$ cat src/hdl/msacf_pkg.sv
`timescale 1ns / 1ps
// ----------------------------------------------------------------------------
// msacf_pkg
// Shared sizes and controller/datapath interface types for the mark sorter.
// ----------------------------------------------------------------------------
package msacf_pkg;

   localparam int MAX_ENTRIES = 32;
   localparam int MARK_W      = 10;
   localparam int CNT_W       = $clog2(MAX_ENTRIES + 1);

   localparam logic [MARK_W-1:0] PASS_MARK_RST = MARK_W'(40);

   typedef logic [MARK_W-1:0] mark_type;
   typedef logic [CNT_W-1:0]  count_type;

   // controller -> datapath
   typedef struct packed {
      logic load;        // insert req mark into the sorted chain
      logic shift;       // pop the head entry
      logic clear;       // end of run: empty the store, drop overflow flag
      logic emit_pass;   // register head as a passing result
      logic emit_empty;  // register the empty result
      logic emit_last;   // result being registered closes the run
   } dp_cmd_type;

   // datapath -> controller
   typedef struct packed {
      logic head_pass;   // head entry valid and at or above pass mark
      logic next_pass;   // second entry valid and at or above pass mark
   } dp_stat_type;

endpackage

$ cat src/hdl/msacf_dpath.sv
`timescale 1ns / 1ps
// ----------------------------------------------------------------------------
// msacf_dpath
// Insertion-sort chain of mark cells, pass mark register and result registers.
// ----------------------------------------------------------------------------
module msacf_dpath (
   input  logic                 clock,
   input  logic                 reset,
   input  msacf_pkg::mark_type  req_mark,
   input  logic                 csr_wr_en,
   input  msacf_pkg::mark_type  csr_wr_data,
   input  msacf_pkg::dp_cmd_type cmd,
   output msacf_pkg::dp_stat_type stat,
   output msacf_pkg::mark_type  rsp_sorted_mark,
   output logic                 rsp_last_result,
   output logic                 rsp_none_passed,
   output logic                 rsp_overflowed
);
   import msacf_pkg::*;

   mark_type  cell_ff [MAX_ENTRIES];
   mark_type  ins_in  [MAX_ENTRIES];
   mark_type  pop_in  [MAX_ENTRIES];
   logic [MAX_ENTRIES-1:0] keep;
   logic [MAX_ENTRIES-1:0] prev_keep;

   count_type count_ff, count_in;
   logic      ovf_ff, ovf_in;
   mark_type  pass_ff;
   logic      full;

   mark_type  out_mark_ff;
   logic      out_last_ff, out_none_ff, out_ovf_ff;

   assign full = (count_ff == CNT_W'(MAX_ENTRIES));

   // Cells hold a descending run; new mark lands ahead of the first smaller one.
   always_comb begin
      for (int i = 0; i < MAX_ENTRIES; i++) begin
         keep[i] = (CNT_W'(i) < count_ff) && (cell_ff[i] >= req_mark);
      end
      prev_keep[0] = 1'b1;
      for (int i = 1; i < MAX_ENTRIES; i++) begin
         prev_keep[i] = keep[i-1];
      end
      for (int i = 0; i < MAX_ENTRIES; i++) begin
         if (keep[i]) begin
            ins_in[i] = cell_ff[i];
         end else if (prev_keep[i]) begin
            ins_in[i] = req_mark;
         end else begin
            ins_in[i] = (i == 0) ? req_mark : cell_ff[(i == 0) ? 0 : i-1];
         end
      end
      for (int i = 0; i < MAX_ENTRIES - 1; i++) begin
         pop_in[i] = cell_ff[i+1];
      end
      pop_in[MAX_ENTRIES-1] = cell_ff[MAX_ENTRIES-1];
   end

   always_comb begin
      count_in = count_ff;
      ovf_in   = ovf_ff;
      if (cmd.clear) begin
         count_in = '0;
         ovf_in   = 1'b0;
      end else if (cmd.load) begin
         if (full) begin
            ovf_in = 1'b1;
         end else begin
            count_in = count_ff + CNT_W'(1);
         end
      end else if (cmd.shift) begin
         count_in = count_ff - CNT_W'(1);
      end
   end

   always_ff @(posedge clock) begin
      if (reset) begin
         count_ff <= '0;
         ovf_ff   <= 1'b0;
         pass_ff  <= PASS_MARK_RST;
      end else begin
         count_ff <= count_in;
         ovf_ff   <= ovf_in;
         if (csr_wr_en) begin
            pass_ff <= csr_wr_data;
         end
      end
   end

   always_ff @(posedge clock) begin
      if (cmd.load && !full) begin
         for (int i = 0; i < MAX_ENTRIES; i++) begin
            cell_ff[i] <= ins_in[i];
         end
      end else if (cmd.shift) begin
         for (int i = 0; i < MAX_ENTRIES; i++) begin
            cell_ff[i] <= pop_in[i];
         end
      end
   end

   always_ff @(posedge clock) begin
      if (cmd.emit_pass || cmd.emit_empty) begin
         out_mark_ff <= cmd.emit_empty ? '0 : cell_ff[0];
         out_last_ff <= cmd.emit_last || cmd.emit_empty;
         out_none_ff <= cmd.emit_empty;
         out_ovf_ff  <= ovf_ff;
      end
   end

   assign stat.head_pass = (count_ff != '0) && (cell_ff[0] >= pass_ff);
   assign stat.next_pass = (count_ff > CNT_W'(1)) && (cell_ff[1] >= pass_ff);

   assign rsp_sorted_mark = out_mark_ff;
   assign rsp_last_result = out_last_ff;
   assign rsp_none_passed = out_none_ff;
   assign rsp_overflowed  = out_ovf_ff;

endmodule

$ cat src/hdl/msacf_ctrl.sv
`timescale 1ns / 1ps
// ----------------------------------------------------------------------------
// msacf_ctrl
// Load/drain sequencer: takes marks, then walks the sorted head out.
// ----------------------------------------------------------------------------
module msacf_ctrl (
   input  logic                   clock,
   input  logic                   reset,
   input  logic                   start,
   input  logic                   req_last_mark,
   input  msacf_pkg::dp_stat_type stat,
   output msacf_pkg::dp_cmd_type  cmd,
   output logic                   busy,
   output logic                   rsp_strobe
);
   import msacf_pkg::*;

   typedef enum logic {
      ST_LOAD,
      ST_DRAIN
   } state_type;

   state_type state_ff, state_in;
   logic      strobe_ff, strobe_in;

   always_comb begin
      cmd       = '0;
      state_in  = state_ff;
      strobe_in = 1'b0;
      case (state_ff)
         ST_LOAD: begin
            if (start) begin
               cmd.load = 1'b1;
               if (req_last_mark) begin
                  state_in = ST_DRAIN;
               end
            end
         end
         ST_DRAIN: begin
            strobe_in = 1'b1;
            if (stat.head_pass) begin
               cmd.emit_pass = 1'b1;
               cmd.shift     = 1'b1;
               cmd.emit_last = !stat.next_pass;
            end else begin
               // only reachable on the first drain cycle: nothing passed
               cmd.emit_empty = 1'b1;
            end
            if (!stat.head_pass || !stat.next_pass) begin
               cmd.clear = 1'b1;
               state_in  = ST_LOAD;
            end
         end
         default: begin
            state_in = ST_LOAD;
         end
      endcase
   end

   always_ff @(posedge clock) begin
      if (reset) begin
         state_ff  <= ST_LOAD;
         strobe_ff <= 1'b0;
      end else begin
         state_ff  <= state_in;
         strobe_ff <= strobe_in;
      end
   end

   assign busy       = (state_ff != ST_LOAD);
   assign rsp_strobe = strobe_ff;

endmodule

$ cat src/hdl/mark_sort_and_cutoff_filter_top.sv
`timescale 1ns / 1ps
// ----------------------------------------------------------------------------
// mark_sort_and_cutoff_filter_top
// Marks enter one per cycle, while not busy, into an insertion-sort cell chain.
// After the last mark the FSM drains the chain, registering each result.
// Throughput: then one result per cycle, head of the chain popped each cycle;
// busy stays high while the run drains and is low again at the final result.
// Reset: synchronous, clears count, overflow flag, FSM; pass mark returns to 40.
// Results cannot be stalled by the receiver.
// ----------------------------------------------------------------------------
module mark_sort_and_cutoff_filter_top (
   input  logic                 clock,
   input  logic                 reset,
   input  logic                 start,
   output logic                 busy,
   input  msacf_pkg::mark_type  req_mark,
   input  logic                 req_last_mark,
   output logic                 rsp_strobe,
   output msacf_pkg::mark_type  rsp_sorted_mark,
   output logic                 rsp_last_result,
   output logic                 rsp_none_passed,
   output logic                 rsp_overflowed,
   input  logic                 csr_wr_en,
   input  msacf_pkg::mark_type  csr_wr_data
);
   import msacf_pkg::*;

   dp_cmd_type  cmd;
   dp_stat_type stat;

   msacf_ctrl u_ctrl (
      .clock         (clock),
      .reset         (reset),
      .start         (start),
      .req_last_mark (req_last_mark),
      .stat          (stat),
      .cmd           (cmd),
      .busy          (busy),
      .rsp_strobe    (rsp_strobe)
   );

   msacf_dpath u_dpath (
      .clock           (clock),
      .reset           (reset),
      .req_mark        (req_mark),
      .csr_wr_en       (csr_wr_en),
      .csr_wr_data     (csr_wr_data),
      .cmd             (cmd),
      .stat            (stat),
      .rsp_sorted_mark (rsp_sorted_mark),
      .rsp_last_result (rsp_last_result),
      .rsp_none_passed (rsp_none_passed),
      .rsp_overflowed  (rsp_overflowed)
   );

endmodule

$ cat config.mk
export PLATFORM = sky130hd
export DESIGN_NAME = mark_sort_and_cutoff_filter_top
export DESIGN_NICKNAME = d
export VERILOG_FILES = /design/src/hdl/msacf_pkg.sv /design/src/hdl/msacf_dpath.sv /design/src/hdl/msacf_ctrl.sv /design/src/hdl/mark_sort_and_cutoff_filter_top.sv
export SDC_FILE = /design/constraint.sdc
export NUM_CORES = 1
export LEC_CHECK = 0
export BUFFER_PORTS_ARGS = -buffer_cell sky130_fd_sc_hd__buf_2
export CORE_MARGIN = 2
export CORE_UTILIZATION = 50
export DETAILED_ROUTE_END_ITERATION = 16
export MAX_ROUTING_LAYER = met4
export PLACE_DENSITY_LB_ADDON = 0.25
export SLEW_MARGIN = 20
export SYNTH_ARGS = -nofsm -noshare
export SYNTH_HDL_FRONTEND = slang
export SYNTH_SLANG_ARGS = --single-unit
$ cat constraint.sdc
create_clock -name clock -period 4.96 [get_ports clock]
set_input_delay 0.992 -clock clock [delete_from_list [all_inputs] [get_ports clock]]
set_output_delay 0.992 -clock clock [all_outputs]
set_load 0.005 [all_outputs]
==> flow_summary_export.csv, run 1 <==
group,metric,value,unit
routing,wl,78900,um
synth,synth_fp_nets,2897,
timing,min_period_over_period,0.745,
cells_and_area,syn2layout_area_growth,9.39,%
timing,whs,0.446,ns
timing,fin_skew,0.0238,ns
cts,cts.clk_slew.worst_paths,0.06,ns
min_path,min_path_type,"flop to flop",
cells_and_area,fin_area,27800,um2
timing,min_period,3.69,ns
timing,finalHoldViolations,0,
pwr,leakage,11.1,nW
cells_and_area,drive_gt1_frac,0.0897,
global_route,grt_pass1_vias,20240,
timing,finalSetupTns,0,ns
routing,drt_pass1_iterations,6,
critical_path,cp-end-kind,"flop",
cells_and_area,postLayoutCoreUtil,0.553,
cts,clk_path_buf_depth,3,
routing,drtIter0Drc,2633,
timing,maxSlewViolCount,0,
timing,fmax,271,MHz
pwr,ir_drop,226,uV
critical_path,crit_type,"flop to flop",
timing,tightest_slew,1.06,ns
critical_path,r2r-end,"u_dpath.cell_ff[4][4]",
cells_and_area,nNetsFinal,2912,
timing,rsz0062_at_grt,"no",
routing,ant_nets,0,
routing,wl_met1,33600,um
floorplanning,start_util,0.506,
synth,synth-edff-count,333,
global_route,grt_max_degree,163,
synth,async_reset_ff_frac,0,
critical_path,critPathMaxFanout,162,
placed_design,numPlacedInstances,3173,
cts,cts-resized-gates,0,
cells_and_area,fillCellCount,4357,
min_path,min_to,"u_dpath.rsp_overflowed",
cts,htreeDepth,2,
synth,yosys.cell_types.count,56,
critical_path,reg2reg_slack,1.27,ns
min_path,hp-start,"u_dpath.ovf_ff",
pwr,p_per_area,441,nW/um2
critical_path,r2r_cells,9,
global_route,grt_antenna_before_repair,1,
timing,slew_headroom,0.293,
synth,synth_common_cells,"ha_1, edfxtp_1, nand2_1",
floorplanning,fp.dieArea,52600,um2
routing,met3RoutedLength,7090,um
cts,cts_setup_buffers,0,
global_route,grt_pass1_wl,121000,um
synth,yosysWarningCount,0,
synth,avgSynthCellArea,10.0,um2
synth,yosysMostFrequentCell,"ha_1",
critical_path,startpoint_type,"flop",
min_path,hold_depth,0,
routing,route.met2.wl,35100,um
floorplanning,io_pins,40,
cts,cts.sinks,352,
status,status,"finished, final reports clean",
routing,vias,20802,
global_route,overflow,0,
cts,cts_root_buf,"clkbuf_16",
synth,synthesis.area,25400,um2
timing,worst_slack,1.27,ns
cells_and_area,final_cells,3248,
job,maxCapViolCount,0,
floorplanning,core.rowCount,82,
routing,wl_per_cell,24.3,um
routing,remaining_drc_errors,0,
critical_path,rr_startpoint,"u_dpath.count_ff[1]",
synth,yosysTopAreaCell,"edfxtp_1",
synth,ys_ff_latch,352,
cts,cts-hold-fix-buffers,0,
routing,top_layer_used,"met4",
placed_design,dpl_cell_area,26500,um2
pwr,power,12.2,mW
synth,synthFlopType,"edfxtp_1",
synth,synth_top_cell_area_share,0.394,
critical_path,cp.arrival,4.00,ns
floorplanning,dieHeight,229,um
synth,ys_seq_area_frac,0.409,
synth,syn_inst,2529,
placed_design,io_buffers,39,
floorplanning,die_w,229,um
cts,cts_made_buffers,41,
placed_design,hpwlAfterDp,55200,um
cts,cts_tree,"built",
placed_design,pre_cts_ws,0.942,ns
routing,via_per_inst,6.40,
cts,clkLatencyLatePin,0.58,ns
placed_design,gp_congestion,0.940,
synth,synth_area_leaders,"edfxtp_1, ha_1, mux2i_1",
timing,setup_viol,0,
critical_path,required,5.27,ns
floorplanning,design.core.area,50200,um2
global_route,grt_usage,0.307,
## power breakdown
| part | switching, mW | total, mW | internal [mW] |
|---|---|---|---|
| Sequential | 0.879 | 5.26 | 4.38 |
| Combinational | 2.32 | 4.08 | 1.76 |
| Clock | 1.26 | 2.90 | 1.63 |
## logic make-up after synthesis
group / share of synthesized area
XOR/XNOR: 0.000345
AND/OR/NAND/NOR: 0.131
adder cells (fa/ha/maj): 0.169
flip-flops: 0.409
multiplexers: 0.0691
AO/OA/AOI/OAI: 0.181
buffers and inverters: 0.0401
## sequential cells by signal, summed over array words and instances (netlist names)
register                 flops
u_dpath.count_ff             6
u_dpath.pass_ff             10
u_dpath.rsp_last_result      1
u_dpath.rsp_sorted_mark     10
u_dpath.rsp_overflowed       1
u_dpath.cell_ff            320
u_dpath.rsp_none_passed      1
u_dpath.ovf_ff               1
u_ctrl.rsp_strobe            1
u_ctrl.busy                  1
## cell usage in the layout, fill, tap and decap left out, types with 11 or more instances in the layout
| cell type | n |
|---|---|
| buf_2 | 39 |
| nor3_1 | 69 |
| o211ai_1 | 92 |
| o21ai_1 | 14 |
| nand3_1 | 104 |
| clkbuf_16 | 43 |
| a31oi_1 | 23 |
| edfxtp_1 | 333 |
| o21ai_0 | 153 |
| o221ai_1 | 11 |
| clkbuf_1 | 12 |
| inv_1 | 57 |
| nor2b_1 | 22 |
| o31a_1 | 49 |
| ha_1 | 343 |
| nand2_1 | 259 |
| a211oi_1 | 19 |
| buf_4 | 94 |
| dfxtp_1 | 19 |
| o21a_1 | 83 |
| a21o_1 | 57 |
| mux2i_1 | 164 |
| nor2_1 | 138 |
| a21oi_1 | 146 |
| nand2b_1 | 78 |
## worst max-delay path by stage
stage / from / endpoint / depth (start not counted)
final: u_dpath.count_ff[1] / u_dpath.cell_ff[4][4] / 9
after global routing: u_dpath.count_ff[1] / u_dpath.cell_ff[1][4] / 9
after CTS: u_dpath.count_ff[1] / u_dpath.cell_ff[14][12] / 10
after detailed placement: req_mark[3] / u_dpath.cell_ff[7][13] / 11
after global placement: req_mark[6] / u_dpath.cell_ff[0][13] / 8
after floorplan: req_mark[7] / u_dpath.cell_ff[0][0] / 8
## cell type report
cell class              instances  area [um2]  share of cell area
clock buffers                  55        1120              0.0404
inverters                      66         248             0.00893
multi-input cells            1944       14000               0.506
repair buffers                139        1020              0.0368
diodes                          1        2.50           0.0000902
clock inverters                19         111             0.00401
flip-flops and latches        352       10400               0.374
well taps                     672         841              0.0303
## critical path, stage by stage (launching register included)
cell,delay (ns)
dfxtp_1,0.30
buf_4,0.19
inv_1,0.09
ha_1,0.25
or3b_4,0.47
nor3b_1,0.57
nand2b_4,0.27
buf_12,0.53
o21ai_0,0.37
buf_4,0.29
## metal layers
| metal | vias up | global-route usage |
|---|---|---|
| met1 | 10039 | 0.412 |
| met5 | - | - |
| met2 | 987 | 0.470 |
| met3 | 208 | 0.0498 |
| li1 | 9568 | - |
| met4 | 0 | 0.113 |
(Power assumes the default switching activity.)
==> run 2, diff against run 1 <==
clock period = 3.59 ns   (was 4.96 ns; I/O delays follow)
==> flow_summary_export.csv, run 2 (synthesized netlist as in run 1, its figures left out) <==
group,metric,value,unit
status,status,"finished, final reports clean",
min_path,hp-start,"csr_wr_data[0]",
cells_and_area,fin_area,28400,um2
cts,cts_setup_buffers,0,
placed_design,numPlacedInstances,3221,
floorplanning,design.core.area,50200,um2
cells_and_area,nNetsFinal,2961,
cts,cts-hold-fix-buffers,0,
critical_path,startpoint_type,"flop",
placed_design,gp_congestion,0.924,
timing,fmax,294,MHz
cells_and_area,largest_reg_flops,320,
timing,slew_headroom,0.411,
critical_path,crit_path_top_delay_cell,"or3b_4",
timing,worst_slack,0.187,ns
cells_and_area,antennaDiodeCount,0,
timing,finalHoldViolations,0,
timing,min_period_over_period,0.948,
min_path,min_to,"u_dpath.pass_ff[0]",
min_path,min_path_type,"primary input to flop",
routing,remaining_drc_errors,0,
routing,drtIter0Drc,2456,
floorplanning,core.rowCount,82,
cells_and_area,drive_gt1_frac,0.110,
critical_path,reg2reg_slack,0.19,ns
timing,setup_viol,0,
cells_and_area,final_cells,3293,
timing,min_period,3.40,ns
routing,wl,79200,um
global_route,grt_usage,0.307,
cts,cts_made_buffers,42,
job,maxCapViolCount,0,
global_route,overflow,0,
critical_path,cp.arrival,3.73,ns
floorplanning,die_w,229,um
timing,rsz0062_at_grt,"no",
pwr,leakage,11.5,nW
critical_path,critPathMaxFanout,19,
critical_path,path_cells,"inv_1, ha_1, or3b_4, nor3b_1, nand2b_4, o21a_1, buf_4, nor2_1, buf_4",
placed_design,pre_cts_ws,0.154,ns
routing,drt_pass1_iterations,5,
critical_path,required,3.92,ns
floorplanning,fp.dieArea,52600,um2
critical_path,cp-end-kind,"flop",
pwr,ir_drop,358,uV
routing,ant_nets,0,
critical_path,r2r_cells,9,
cells_and_area,syn2layout_area_growth,12.1,%
cts,cts.clk_slew.worst_paths,0.06,ns
critical_path,max_stage_delay,0.48,ns
critical_path,r2r-end,"u_dpath.cell_ff[14][4]",
cts,cts_tree,"built",
timing,maxSlewViolCount,0,
global_route,grt_pass1_vias,20904,
global_route,grt_max_degree,73,
pwr,p_per_area,607,nW/um2
critical_path,crit_path_frequent_cell,"buf_4",
cells_and_area,postLayoutCoreUtil,0.567,
routing,via_per_inst,6.39,
timing,whs,0.370,ns
cts,clk_path_buf_depth,3,
cts,cts_root_buf,"clkbuf_16",
global_route,grt_pass1_wl,122000,um
pwr,power,17.3,mW
cells_and_area,layout_commonest_cell,"ha_1",
cts,clkLatencyLatePin,0.60,ns
min_path,hold_depth,3,
routing,vias,21034,
timing,finalSetupTns,0,ns
timing,fin_skew,0.0278,ns
placed_design,io_buffers,39,
floorplanning,dieHeight,229,um
placed_design,dpl_cell_area,27100,um2
routing,wl_per_cell,24.1,um
cells_and_area,regMostFlops,"u_dpath.cell_ff",
floorplanning,io_pins,40,
floorplanning,start_util,0.506,
critical_path,rr_startpoint,"u_dpath.count_ff[1]",
cts,cts-resized-gates,0,
placed_design,hpwlAfterDp,57300,um
cts,htreeDepth,2,
timing,tightest_slew,0.878,ns
global_route,grt_antenna_before_repair,0,
critical_path,crit_type,"flop to flop",
cells_and_area,most-common-layout-cells,"ha_1, edfxtp_1, nand2_1",
cts,cts.sinks,352,
==> run 2: cell count changes in the layout (fill, tap and decap cells not counted), sizes merged <==
cell      change
buf          +48
bufinv        +2
clkbuf        -1
clkinv        -3
clkinvlp      +8
diode         -1
inv           -8
==> run 2: power by group <==
part | total [mW] | internal, mW | switching (mW)
Sequential | 7.16 | 6.05 | 1.11
Combinational | 5.85 | 2.57 | 3.28
Clock | 4.25 | 2.48 | 1.77
==> run 2: layout make-up <==
class	instances	area [um2]
Clock buffer	54	1160
Timing Repair Buffer	187	1570
Fill cell	4343	21700
Sequential cell	352	10400
Inverter	66	278
Multi-Input combinational cell	1944	14000
Tap cell	672	841
Clock inverter	18	174
==> run 2: per-layer routing <==
metal / track usage / up-vias / routed length [um] / part of all wire
met2: 0.462 / 1043 / 34900 / 0.44
li1: - / 9659 / - / -
met3: 0.0427 / 206 / 7270 / 0.092
met5: - / - / 0 / 0
met4: 0.118 / 0 / 3030 / 0.038
met1: 0.422 / 10126 / 34000 / 0.43
==> run 2: worst max-delay path by stage <==
stage          slack, ns                      end  cells after the start                start
4_1_cts             0.28   u_dpath.cell_ff[14][3]                      9  u_dpath.count_ff[1]
5_1_grt              0.1   u_dpath.cell_ff[13][0]                     10  u_dpath.count_ff[1]
3_3_place_gp        0.03    u_dpath.cell_ff[1][1]                      9          req_mark[0]
6_report            0.19   u_dpath.cell_ff[14][4]                      9  u_dpath.count_ff[1]
2_1_floorplan      -0.07   u_dpath.cell_ff[4][10]                      9          req_mark[4]
3_5_place_dp        0.15  u_dpath.cell_ff[11][11]                     11          req_mark[5]
==> run 2: worst max-delay path: cells and delay by family (launching register included) <==
kind,cells,cell delay [ns]
adders and majority gates,1,0.29
DFF,1,0.45
buffers and inverters,3,0.68
AOI/OAI and AO/OA,1,0.21
and+or+nand+nor,4,1.48
